===== src/ssmb_pkg.sv =====
`timescale 1ns / 1ps
`default_nettype none
package ssmb_pkg;

  localparam int unsigned DIGITS = 3;

  localparam logic [2:0] REQ_SCAN  = 3'd0;
  localparam logic [2:0] REQ_INT   = 3'd1;
  localparam logic [2:0] REQ_CHAR  = 3'd2;
  localparam logic [2:0] REQ_POINT = 3'd3;
  localparam logic [2:0] REQ_BLANK = 3'd4;

  localparam logic [7:0] BLANK_CODE = 8'h20;
  localparam logic [7:0] POINT_BIT  = 8'h80;
  localparam logic [7:0] CODE_MASK  = 8'h7f;
  localparam logic [7:0] MINUS_CODE = 8'd16;
  localparam logic [7:0] H_CODE     = 8'd17;
  localparam logic [7:0] E_CODE     = 8'd14;
  localparam logic [7:0] GLYPHS     = 8'd18;

  typedef struct packed {
    logic take;
    logic scan;
    logic int_start;
    logic conv;
    logic fin;
    logic char_in;
    logic point;
    logic blank;
  } ssmb_cmd_t;

  typedef struct packed {
    logic [2:0] req;
    logic       int_short;
    logic       conv_last;
    logic       out_free;
  } ssmb_stat_t;

endpackage
`default_nettype wire


===== src/seven_segment_mux_with_buttons.sv =====
// A scan request passes DISPATCH and SCAN, then is registered on the master side; it
// waits in SCAN while the output register is full. A new request is taken only in IDLE,
// after the last is done; an integer converts one decimal digit per cycle (divide by ten).
// The output register lets the next beat enter while a scan result waits.
// Reset (rst_ni low, asynchronous): display blank, scan index 0, buttons 0, no string.
`timescale 1ns / 1ps
`default_nettype none
module seven_segment_mux_with_buttons import ssmb_pkg::*; (
  input  wire logic        clk_i,
  input  wire logic        rst_ni,
  input  wire logic        s_axis_tvalid_i,
  output logic             s_axis_tready_o,
  // [15:0] number_value, [16] voltmeter_mode, [24:17] char_code,
  // [26:25] point_position, [34:27] button_lines, [39:35] zero
  input  wire logic [39:0] s_axis_tdata_i,
  input  wire logic        s_axis_tlast_i,   // last_char
  input  wire logic [2:0]  s_axis_tuser_i,   // [2:0] req_type
  output logic             m_axis_tvalid_o,
  input  wire logic        m_axis_tready_i,
  // [1:0] anode_index, [9:2] segment_mask, [17:10] button_state, [23:18] zero
  output logic [23:0]      m_axis_tdata_o
);

  ssmb_cmd_t  cmd;
  ssmb_stat_t stat;
  logic [1:0] anode_index;
  logic [7:0] segment_mask;
  logic [7:0] button_state;

  ssmb_ctrl u_ctrl (
    .clk_i      (clk_i),
    .rst_ni     (rst_ni),
    .in_valid_i (s_axis_tvalid_i),
    .in_ready_o (s_axis_tready_o),
    .stat_i     (stat),
    .cmd_o      (cmd)
  );

  ssmb_dp u_dp (
    .clk_i            (clk_i),
    .rst_ni           (rst_ni),
    .cmd_i            (cmd),
    .stat_o           (stat),
    .req_type_i       (s_axis_tuser_i),
    .number_value_i   (s_axis_tdata_i[15:0]),
    .voltmeter_mode_i (s_axis_tdata_i[16]),
    .char_code_i      (s_axis_tdata_i[24:17]),
    .last_char_i      (s_axis_tlast_i),
    .point_position_i (s_axis_tdata_i[26:25]),
    .button_lines_i   (s_axis_tdata_i[34:27]),
    .out_valid_o      (m_axis_tvalid_o),
    .out_ready_i      (m_axis_tready_i),
    .anode_index_o    (anode_index),
    .segment_mask_o   (segment_mask),
    .button_state_o   (button_state)
  );

  assign m_axis_tdata_o = {6'h00, button_state, segment_mask, anode_index};

endmodule
`default_nettype wire


===== src/ssmb_ctrl.sv =====
`timescale 1ns / 1ps
`default_nettype none
module ssmb_ctrl import ssmb_pkg::*; (
  input  wire logic       clk_i,
  input  wire logic       rst_ni,
  input  wire logic       in_valid_i,
  output logic            in_ready_o,
  input  wire ssmb_stat_t stat_i,
  output ssmb_cmd_t       cmd_o
);

  localparam logic [2:0] ST_IDLE     = 3'd0;
  localparam logic [2:0] ST_DISPATCH = 3'd1;
  localparam logic [2:0] ST_SCAN     = 3'd2;
  localparam logic [2:0] ST_CONV     = 3'd3;
  localparam logic [2:0] ST_FIN      = 3'd4;

  logic [2:0] state_q, state_d;

  assign in_ready_o = (state_q == ST_IDLE);

  always_comb begin
    state_d = state_q;
    cmd_o   = '0;
    unique case (state_q)
      ST_IDLE: begin
        if (in_valid_i) begin
          cmd_o.take = 1'b1;
          state_d    = ST_DISPATCH;
        end
      end
      ST_DISPATCH: begin
        state_d = ST_IDLE;
        unique case (stat_i.req)
          REQ_SCAN: state_d = ST_SCAN;
          REQ_INT: begin
            cmd_o.int_start = 1'b1;
            if (!stat_i.int_short) state_d = ST_CONV;
          end
          REQ_CHAR:  cmd_o.char_in = 1'b1;
          REQ_POINT: cmd_o.point   = 1'b1;
          REQ_BLANK: cmd_o.blank   = 1'b1;
          default: ;
        endcase
      end
      ST_SCAN: begin
        if (stat_i.out_free) begin
          cmd_o.scan = 1'b1;
          state_d    = ST_IDLE;
        end
      end
      ST_CONV: begin
        cmd_o.conv = 1'b1;
        if (stat_i.conv_last) state_d = ST_FIN;
      end
      ST_FIN: begin
        cmd_o.fin = 1'b1;
        state_d   = ST_IDLE;
      end
      default: state_d = ST_IDLE;
    endcase
  end

  always_ff @(posedge clk_i or negedge rst_ni) begin
    if (!rst_ni) begin
      state_q <= ST_IDLE;
    end else begin
      state_q <= state_d;
    end
  end

endmodule
`default_nettype wire


===== src/ssmb_dp.sv =====
`timescale 1ns / 1ps
`default_nettype none
module ssmb_dp import ssmb_pkg::*; (
  input  wire logic              clk_i,
  input  wire logic              rst_ni,
  input  wire ssmb_cmd_t         cmd_i,
  output ssmb_stat_t             stat_o,
  input  wire logic [2:0]        req_type_i,
  input  wire logic signed [15:0] number_value_i,
  input  wire logic              voltmeter_mode_i,
  input  wire logic [7:0]        char_code_i,
  input  wire logic              last_char_i,
  input  wire logic [1:0]        point_position_i,
  input  wire logic [7:0]        button_lines_i,
  output logic                   out_valid_o,
  input  wire logic              out_ready_i,
  output logic [1:0]             anode_index_o,
  output logic [7:0]             segment_mask_o,
  output logic [7:0]             button_state_o
);

  function automatic logic [7:0] glyph_seg(input logic [6:0] g);
    logic [7:0] s;
    unique case (g)
      7'd0:  s = 8'h3f;
      7'd1:  s = 8'h06;
      7'd2:  s = 8'h5b;
      7'd3:  s = 8'h4f;
      7'd4:  s = 8'h66;
      7'd5:  s = 8'h6d;
      7'd6:  s = 8'h7d;
      7'd7:  s = 8'h07;
      7'd8:  s = 8'h7f;
      7'd9:  s = 8'h6f;
      7'd10: s = 8'h77;
      7'd11: s = 8'h7c;
      7'd12: s = 8'h39;
      7'd13: s = 8'h5e;
      7'd14: s = 8'h79;
      7'd15: s = 8'h71;
      7'd16: s = 8'h40;
      7'd17: s = 8'h74;
      default: s = 8'h00;
    endcase
    return s;
  endfunction

  // held item
  logic [2:0]         req_q;
  logic signed [15:0] num_q;
  logic               volt_q;
  logic [7:0]         ch_q;
  logic               last_q;
  logic [1:0]         pos_q;
  logic [7:0]         lines_q;

  logic [7:0] digit_q [DIGITS];
  logic [7:0] digit_d [DIGITS];
  logic [7:0] coll_q  [DIGITS];
  logic [7:0] coll_d  [DIGITS];
  logic [1:0] scan_q, scan_d;
  logic [7:0] btn_q, btn_d;
  logic [1:0] cnt_q, cnt_d;
  logic       active_q, active_d;

  logic [9:0] mag_q, mag_d;
  logic [1:0] n_q, n_d;
  logic       exh_q, exh_d;
  logic       neg_q, neg_d;

  logic       out_valid_q, out_valid_d;
  logic [1:0] out_idx_q;
  logic [7:0] out_seg_q;
  logic [7:0] out_btn_q;

  logic       out_range;
  logic       is_zero;
  logic [15:0] abs_num;
  logic [17:0] prod;
  logic [9:0]  quot;
  logic [3:0]  rem;
  logic [13:0] q10;

  logic [1:0] scan_idx;
  logic [7:0] scan_code;
  logic [7:0] scan_seg;

  logic       ch_valid;
  logic       ch_dot;
  logic [7:0] ch_code;
  logic [1:0] cnt_e;
  logic [7:0] coll_n [DIGITS];
  logic [1:0] cnt_n;
  logic [2:0] src_idx;

  assign out_range = (num_q < -16'sd99) || (num_q > 16'sd999);
  assign is_zero   = (num_q == 16'sd0);
  assign abs_num   = num_q[15] ? 16'(-num_q) : 16'(num_q);

  // divide by ten via reciprocal, exact below 1029
  assign prod = mag_q * 8'd205;
  assign quot = {3'b000, prod[17:11]};
  assign q10  = quot * 4'd10;
  assign rem  = 4'(mag_q - q10[9:0]);

  assign scan_idx  = (scan_q < 2'(DIGITS)) ? scan_q : 2'd0;
  assign scan_code = digit_q[scan_idx];
  always_comb begin
    scan_seg = ((scan_code & CODE_MASK) < GLYPHS) ? glyph_seg(scan_code[6:0]) : 8'h00;
    if (scan_code[7]) scan_seg = scan_seg | POINT_BIT;
  end

  always_comb begin
    ch_valid = 1'b1;
    ch_dot   = 1'b0;
    ch_code  = 8'h00;
    priority if (ch_q >= "0" && ch_q <= "9") begin
      ch_code = ch_q - 8'(48);
    end else if (ch_q >= "a" && ch_q <= "f") begin
      ch_code = ch_q - 8'(87);
    end else if (ch_q >= "A" && ch_q <= "F") begin
      ch_code = ch_q - 8'(55);
    end else if (ch_q == "-") begin
      ch_code = MINUS_CODE;
    end else if (ch_q == "h" || ch_q == "H") begin
      ch_code = H_CODE;
    end else if (ch_q == " ") begin
      ch_code = BLANK_CODE;
    end else if (ch_q == ".") begin
      ch_dot = 1'b1;
    end else begin
      ch_valid = 1'b0;
    end
  end

  always_comb begin
    cnt_e = active_q ? cnt_q : 2'd0;
    for (int i = 0; i < DIGITS; i++) coll_n[i] = coll_q[i];
    cnt_n = cnt_e;
    if (cnt_e < 2'(DIGITS) && ch_valid) begin
      if (ch_dot) begin
        if (cnt_e == 2'd0) begin
          coll_n[0] = 8'hff;
          cnt_n     = 2'd1;
        end else begin
          coll_n[cnt_e - 2'd1] = coll_q[cnt_e - 2'd1] | POINT_BIT;
        end
      end else begin
        coll_n[cnt_e] = ch_code;
        cnt_n         = cnt_e + 2'd1;
      end
    end
  end

  always_comb begin
    for (int i = 0; i < DIGITS; i++) digit_d[i] = digit_q[i];
    for (int i = 0; i < DIGITS; i++) coll_d[i] = coll_q[i];
    scan_d      = scan_q;
    btn_d       = btn_q;
    cnt_d       = cnt_q;
    active_d    = active_q;
    mag_d       = mag_q;
    n_d         = n_q;
    exh_d       = exh_q;
    neg_d       = neg_q;
    out_valid_d = out_valid_q && !out_ready_i;
    src_idx     = 3'd0;

    if (cmd_i.scan) begin
      out_valid_d = 1'b1;
      if (scan_idx == 2'd1) btn_d = lines_q;
      scan_d = (scan_idx + 2'd1 >= 2'(DIGITS)) ? 2'd0 : scan_idx + 2'd1;
    end

    if (cmd_i.int_start) begin
      if (out_range) begin
        digit_d[0] = MINUS_CODE;
        digit_d[1] = MINUS_CODE;
        digit_d[2] = E_CODE;
        scan_d     = 2'd0;
      end else begin
        for (int i = 0; i < DIGITS; i++) digit_d[i] = volt_q ? 8'h00 : BLANK_CODE;
        if (is_zero) digit_d[DIGITS-1] = 8'h00;
        mag_d = abs_num[9:0];
        n_d   = 2'(DIGITS - 1);
        exh_d = 1'b0;
        neg_d = num_q[15];
      end
    end

    if (cmd_i.conv) begin
      digit_d[n_q] = {4'h0, rem};
      mag_d = quot;
      if (n_q == 2'd0) exh_d = 1'b1;
      else n_d = n_q - 2'd1;
    end

    if (cmd_i.fin) begin
      if (neg_q && !exh_q) digit_d[n_q] = MINUS_CODE;
      if (volt_q) digit_d[0] = ((neg_q && !exh_q && n_q == 2'd0) ? MINUS_CODE : digit_q[0])
                               | POINT_BIT;
    end

    if (cmd_i.char_in) begin
      if (last_q) begin
        for (int j = 0; j < DIGITS; j++) begin
          src_idx = {1'b0, cnt_n} + 3'(j);
          if (src_idx >= 3'(DIGITS)) digit_d[j] = coll_n[2'(src_idx - 3'(DIGITS))];
          else digit_d[j] = BLANK_CODE;
        end
        scan_d   = 2'd0;
        active_d = 1'b0;
        cnt_d    = cnt_n;
      end else begin
        active_d = 1'b1;
        cnt_d    = cnt_n;
      end
      for (int i = 0; i < DIGITS; i++) coll_d[i] = coll_n[i];
    end

    if (cmd_i.point) begin
      if (pos_q < 2'(DIGITS)) digit_d[pos_q] = digit_q[pos_q] | POINT_BIT;
    end

    if (cmd_i.blank) begin
      for (int i = 0; i < DIGITS; i++) digit_d[i] = BLANK_CODE;
      scan_d = 2'd0;
    end
  end

  always_ff @(posedge clk_i or negedge rst_ni) begin
    if (!rst_ni) begin
      for (int i = 0; i < DIGITS; i++) digit_q[i] <= BLANK_CODE;
      scan_q      <= 2'd0;
      btn_q       <= 8'h00;
      cnt_q       <= 2'd0;
      active_q    <= 1'b0;
      out_valid_q <= 1'b0;
    end else begin
      for (int i = 0; i < DIGITS; i++) digit_q[i] <= digit_d[i];
      scan_q      <= scan_d;
      btn_q       <= btn_d;
      cnt_q       <= cnt_d;
      active_q    <= active_d;
      out_valid_q <= out_valid_d;
    end
  end

  always_ff @(posedge clk_i) begin
    if (cmd_i.take) begin
      req_q   <= req_type_i;
      num_q   <= number_value_i;
      volt_q  <= voltmeter_mode_i;
      ch_q    <= char_code_i;
      last_q  <= last_char_i;
      pos_q   <= point_position_i;
      lines_q <= button_lines_i;
    end
    for (int i = 0; i < DIGITS; i++) coll_q[i] <= coll_d[i];
    mag_q <= mag_d;
    n_q   <= n_d;
    exh_q <= exh_d;
    neg_q <= neg_d;
    if (cmd_i.scan) begin
      out_idx_q <= scan_idx;
      out_seg_q <= scan_seg;
      out_btn_q <= btn_d;
    end
  end

  assign stat_o.req       = req_q;
  assign stat_o.int_short = out_range || is_zero;
  assign stat_o.conv_last = (n_q == 2'd0) || (quot == 10'd0);
  assign stat_o.out_free  = !out_valid_q || out_ready_i;

  assign out_valid_o    = out_valid_q;
  assign anode_index_o  = out_idx_q;
  assign segment_mask_o = out_seg_q;
  assign button_state_o = out_btn_q;

endmodule
`default_nettype wire


===== config.mk =====
export PLATFORM = sky130hd
export DESIGN_NAME = seven_segment_mux_with_buttons
export DESIGN_NICKNAME = d
export VERILOG_FILES = /design/src/ssmb_pkg.sv /design/src/seven_segment_mux_with_buttons.sv /design/src/ssmb_ctrl.sv /design/src/ssmb_dp.sv
export SDC_FILE = /design/constraint.sdc
export NUM_CORES = 1
export LEC_CHECK = 0
export BUFFER_PORTS_ARGS = -buffer_cell sky130_fd_sc_hd__buf_2
export CORE_MARGIN = 3
export CORE_UTILIZATION = 45
export DETAILED_ROUTE_END_ITERATION = 16
export PLACE_DENSITY = 0.74
export SKIP_LAST_GASP = 1
export SYNTH_ARGS = -nofsm -noshare
export SYNTH_HDL_FRONTEND = slang
export SYNTH_SLANG_ARGS = --single-unit

===== constraint.sdc =====
create_clock -name clk_i -period 5.4 [get_ports clk_i]
set_input_delay 0.27 -clock clk_i [delete_from_list [all_inputs] [get_ports clk_i]]
set_output_delay 0.27 -clock clk_i [all_outputs]
set_load 0.01 [all_outputs]

=== After elaboration in Yosys (flattened, before gate mapping) ===
Memory sizes are Yosys's and may differ from the RTL's.
Cells that the tools add are included.

* Add/subtract/negate cells: 14
* Multipliers: 2
* $lt $le $gt $ge: 28
* Equal/unequal tests: 18
* Multiplexer cells: 116
* Bitwise operators: 12
* Reductions and logical operators: 30

{| class="wikitable"
|+ Operators with widths
! cell !! count
|-
| $mux 24 || 13
|-
| $mux 8 || 27
|-
| $bwmux 24 || 4
|-
| $bmux 8 s2 || 5
|-
| $demux 8 s2 || 4
|-
| $mux 7 || 6
|-
| $mux 2 || 17
|-
| $mux 1 || 30
|-
| $eq 8x6->1 const B || 3
|-
| $ge 3x3->1 const B || 8
|-
| $not 2->3 || 8
|-
| $and 21x21->21 || 1
|-
| $not 21->21 || 1
|-
| $mul 10x8->18 const B || 1
|-
| $eq 8x7->1 const B || 2
|-
| $ge 8x7->1 const B || 2
|-
| $gt 16x11->1 const B || 1
|-
| $le 8x7->1 const B || 2
|-
| $logic_not 16->1 || 1
|-
| $lt 16x8->1 const B || 1
|-
| $mux 16 || 1
|-
| $sub 8x6->8 const B || 2
|-
| $eq 3x2->1 const B || 4
|-
| $lt 3x1->1 const B || 4
|-
| other kinds (35) || 72
|}

* Bits in registers: 112
* RAM bits: 24
* Memory bits (read-only): 224
* Input bits: 48
* Output and inout port bits: 26
* Logic and storage cells: 247
* Memories: 2

{| class="wikitable"
|+ Memories
! name !! depth !! bits a word !! read ports !! clocked after memory_dff !! wr ports !! RTL line !! source
|-
| (name not given) || 32 || 7 || 1 || 0 || 0 || ssmb_dp.sv:24 || <nowiki>unique case (g)</nowiki>
|-
| u_dp.coll_q || 3 || 8 || 4 || 0 || 3 || ssmb_dp.sv:59 || <nowiki>logic [7:0] coll_q [DIGITS];</nowiki>
|}

=== Depth between registers and ports, before layout ===
* Depth after elaboration: 23
* Mapped depth: 21
* Depth with buffers taken out: 21

=== Cells and area by module ===
From an unflattened synthesis, not the netlist that was laid out.

* Cells, all modules: 1057
* Area, all modules: 10094.7 um^2

{| class="wikitable"
|+ Modules (own cells, without submodules)
! module !! times used !! cells each !! area an instance (um^2)
|-
| ssmb_dp || 1 || 1020 || 9790.6
|-
| ssmb_ctrl || 1 || 30 || 255.2
|-
| seven_segment_mux_with_buttons || 1 || 7 || 48.8
|}

=== Worst setup path after synthesis ===
OpenSTA, ideal clock, no wires.

* Path type: reg2reg
* Start: register u_dp.mag_q[3]
* End: register u_dp.digit_q[3] (netlist name)
* Library setup time: 0.172 ns
* Arrival time: 5.036 ns
* Data required time: 5.228 ns
* Setup slack: 0.192 ns
* Stages on the path, launching flop included: 22
* Buffers on the path: 0
* Period minus slack after synthesis: 5.208 ns
* Cell sequence: edfxtp_1 ha_1 inv_1 fa_1 inv_1 fa_1 inv_1 fa_1 inv_1 ha_1 a21o_1 a21oi_1 o21ai_1 xnor2_1 ha_1 fa_1 xnor2_1 xnor3_1 xnor2_1 a211oi_1 a41oi_1 o22ai_1

{| class="wikitable"
|+ RTL lines
! what !! RTL line !! source
|-
| start: declaration || ssmb_dp.sv:66 || <nowiki>logic [9:0] mag_q, mag_d;</nowiki>
|-
| start signal: assignment || ssmb_dp.sv:260 || <nowiki>mag_q <= mag_d;</nowiki>
|-
| end: declaration || ssmb_dp.sv:57 || <nowiki>logic [7:0] digit_q [DIGITS];</nowiki>
|}

==> impl_metrics.yaml <==
synthesis:
  synth_edf_count: 90
  yosys-top-cells-area: "edfxtp_1 (27%), ha_1 (10%), dfrtp_1 (9.6%), a21oi_1 (4.3%), nor2_1 (3.6%)"
  synth.top_cells.by_count: "nor2_1 (95), edfxtp_1 (90), a21oi_1 (86)"
  yosys_warnings: 0
  synthCells: 1065
  synthFlopType: "edfxtp_1"
  yosysMostFrequentCell: "nor2_1"
  synth.top_cell.area_share_pct: 27.26
  ys_ff_latch: 136
  synth.distinct_cells: 81
  yosys.area.top_type: "edfxtp_1"
  synth_area_per_cell_sq_um: 9.308
  syn_area_sq_um: 9913
  synth_seq_area_share_pct: 38.66
  synth-async-reset-ratio_pct: 30.15
clocking:
  cts_buffers: 17
  cts_sinks: 136
  h-tree-depth: 4
  clock_latency_ps: 440
  clkSlewWorstSetupHoldPaths_ps: 70
  cts_tree: "built"
  ctsRootBufferMaster: "clkbuf_16"
  cts_buffer_depth: 2
setup_path:
  rrSetupSlack_ps: 170
  cp.arrival_ps: 5530
  worstPathCellList: "ha_4, inv_1, fa_1, inv_1, fa_1, inv_1, fa_1, inv_2, ha_4, a21o_1, a21oi_4, o21ai_4, xnor2_2, ha_2, fa_1, xnor2_1, xnor3_1, xnor2_2, a211oi_2, a41oi_2, o22ai_2"
  crit_path_end_kind: "flip-flop"
  cp_max_fo: 4
  startpoint_type: "flip-flop"
  crit_family: "adder cells"
  cp.required_ps: 5700
  worst-path-buf-inv: 4
  cp_slowest_stage_delay_ps: 530
  crit_top_cell: "fa_1"
  slowest_stage: "fa_1"
  critical_path_class: "flip-flop to flip-flop"
cells_and_area:
  fin_area_sq_um: 11460
  fin_util_pct: 53.67
  layout.cells.non_filler: 1427
  drive_above_1_share_pct: 15.63
  area_growth_pct: 15.61
  fill_cells: 1884
  final_nets: 1286
  antennaDiodeCount: 0
power:
  combPwrFrac_pct: 62.9
  vdd_drop_max_uv: 399.4
  net-switching-power_w: 0.003620
  p_clk_share_pct: 15.1
  powerDensity_nw_per_um2: 677.1
  seq_power_share_pct: 22.0
  intPower_w: 0.004140
  p_sw_share_pct: 46.65
  fin_total_pwr_w: 0.007760
  p_leak_nw: 4.791
detailed_routing:
  drcViolationCount: 0
  first_iter_violations: 930
  num_vias: 8732
  final_antenna_net_count: 0
  drt_pass1_iterations: 6
  wl_per_cell_um: 19.03
  routed_wl_um: 27160
  routed_via_density: 6.119
global_route:
  grt_max_degree: 42
  grt_pass1_vias: 8325
  grt_pass1_wl_um: 43530
  grt_usage_pct: 22.51
  grt_overflow_total: 0
  antenna_found_initial: 0
place:
  place_hpwl_um: 19670
  gp_congestion: 0.9363
  dpl-instance-area_sq_um: 10530
  port_buffers: 62
  placedCellCount: 1378
sta:
  fin_skew_ps: 17.21
  hold_ws_ps: 13.74
  worst_pin_slew_ps: 1027
  fmax_mhz: 191.3
  setup_viol: 0
  relSlewSlack_pct: 31.53
  finalHoldViolCount: 0
  slew_viol_final: 0
  fin_crit_ps: 5226
  finalCritPeriodShare_pct: 96.78
floorplanning:
  die_h_um: 154.4
  die-area_sq_um: 23850
  die_w_um: 154.4
  std_cell_rows: 53
  design.core.area_sq_um: 21350
  ios: 74
  initial_core_util_pct: 46.43
outcome:
  status: "finished clean"
job:
  drv_cap: 0
hold_path:
  worstHoldPathType: "primary input to asynchronous set/reset pin"
==> state kept, by name, summed over array words and instances (netlist names), 8 cells and up, named ones only <==
register and cells:
u_dp.coll_q 24, u_dp.digit_q 24, u_dp.num_q 16, u_dp.mag_q 10, u_dp.btn_q 8, u_dp.button_state_o 8, u_dp.ch_q 8, u_dp.lines_q 8
u_dp.segment_mask_o 8
==> per-stage QoR <==
step	worst slack (ps)	setup TNS (ps)
3_5_place_dp	-49.92	-132.4
6_report	173.8	0
3_3_place_gp	93.62	0
4_1_cts	42.68	0
5_1_grt	-56.37	-56.37
2_1_floorplan	192.1	0
==> placed cells by master, fill, tap and decap left out, types with 17 or more instances in the layout <==
cell type  instances
dfrtp_1           38
clkbuf_16         17
o22ai_1           30
nand3_1           22
nand2_1           85
buf_4             31
fa_1              17
nor2_1            95
a211oi_1          20
edfxtp_1          90
buf_2             62
ha_1              76
a21oi_1           85
nor3_1            42
o21ai_0           66
mux2i_1           19
inv_1             74
==> logic make-up (layout without fill, tap and decap cells) <==
| logic type | after synthesis | count (layout) | synth area share [%] |
|---|---|---|---|
| xor gates and xnor gates | 19 | 19 | 1.817 |
| DFF | 136 | 136 | 38.66 |
| AOI/OAI and AO/OA | 316 | 316 | 20.81 |
| other | 1 | 6 | 0.03783 |
| buffers and inverters | 132 | 214 | 5.528 |
| muxes | 30 | 30 | 3.168 |
| adders and majority gates | 99 | 99 | 13.78 |
| and+or+nand+nor | 332 | 332 | 16.19 |
==> timing repair <==
item | CTS | global route
hold buffers | 11 | 1
hold endpoints to repair | 11 | 1
setup endpoints to repair | 4 | 7
gates resized for setup | 1 | 25
setup buffers | 0 | 5
pin swaps | 0 | 12
gates cloned | 0 | 0
==> power by group through the flow <==
stage          clock [W]  sequential (W)  combinational, W
3_5_place_dp           0         0.00172           0.00410
2_1_floorplan          0         0.00166           0.00304
3_3_place_gp           0         0.00171           0.00399
5_1_grt          0.00124         0.00174           0.00530
4_1_cts          0.00119         0.00170           0.00415
6_report         0.00117         0.00171           0.00488
==> cell type report <==
type,count,area [sq um],share of cell area [%]
clock buffer,17,425.4,3.712
clock inverter,15,168.9,1.474
inverter,77,289.0,2.522
multi-input combinational,802,5738,50.07
sequential,136,3832,33.44
tap,275,344.1,3.002
timing repair buffer,105,663.1,5.786
==> routing by layer <==
| metal | GRT usage (%) | vias up | wire length [um] |
|---|---|---|---|
| li1 | - | 4087 | - |
| met1 | 30.64 | 4155 | 11530 |
| met2 | 36.15 | 431 | 12810 |
| met3 | 4.001 | 59 | 2085 |
| met4 | 8.326 | 0 | 740 |
| met5 | 0 | - | 0 |
==> path summary, 6_finish.rpt <==
kind / start / end / cells after the start
max reg2reg: u_dp.mag_q[3] / u_dp.digit_q[3] / 21
max: u_dp.mag_q[3] / u_dp.digit_q[3] / 21
max in group asynchronous: rst_ni / u_dp.digit_q[15] / 1
min in group clk_i: s_axis_tdata_i[16] / u_dp.volt_q / 1
min: rst_ni / u_dp.cnt_q[0] / 1
min reg2reg: u_dp.exh_q / u_dp.exh_q / 2
Note: power is estimated with default switching activity, not from simulation.
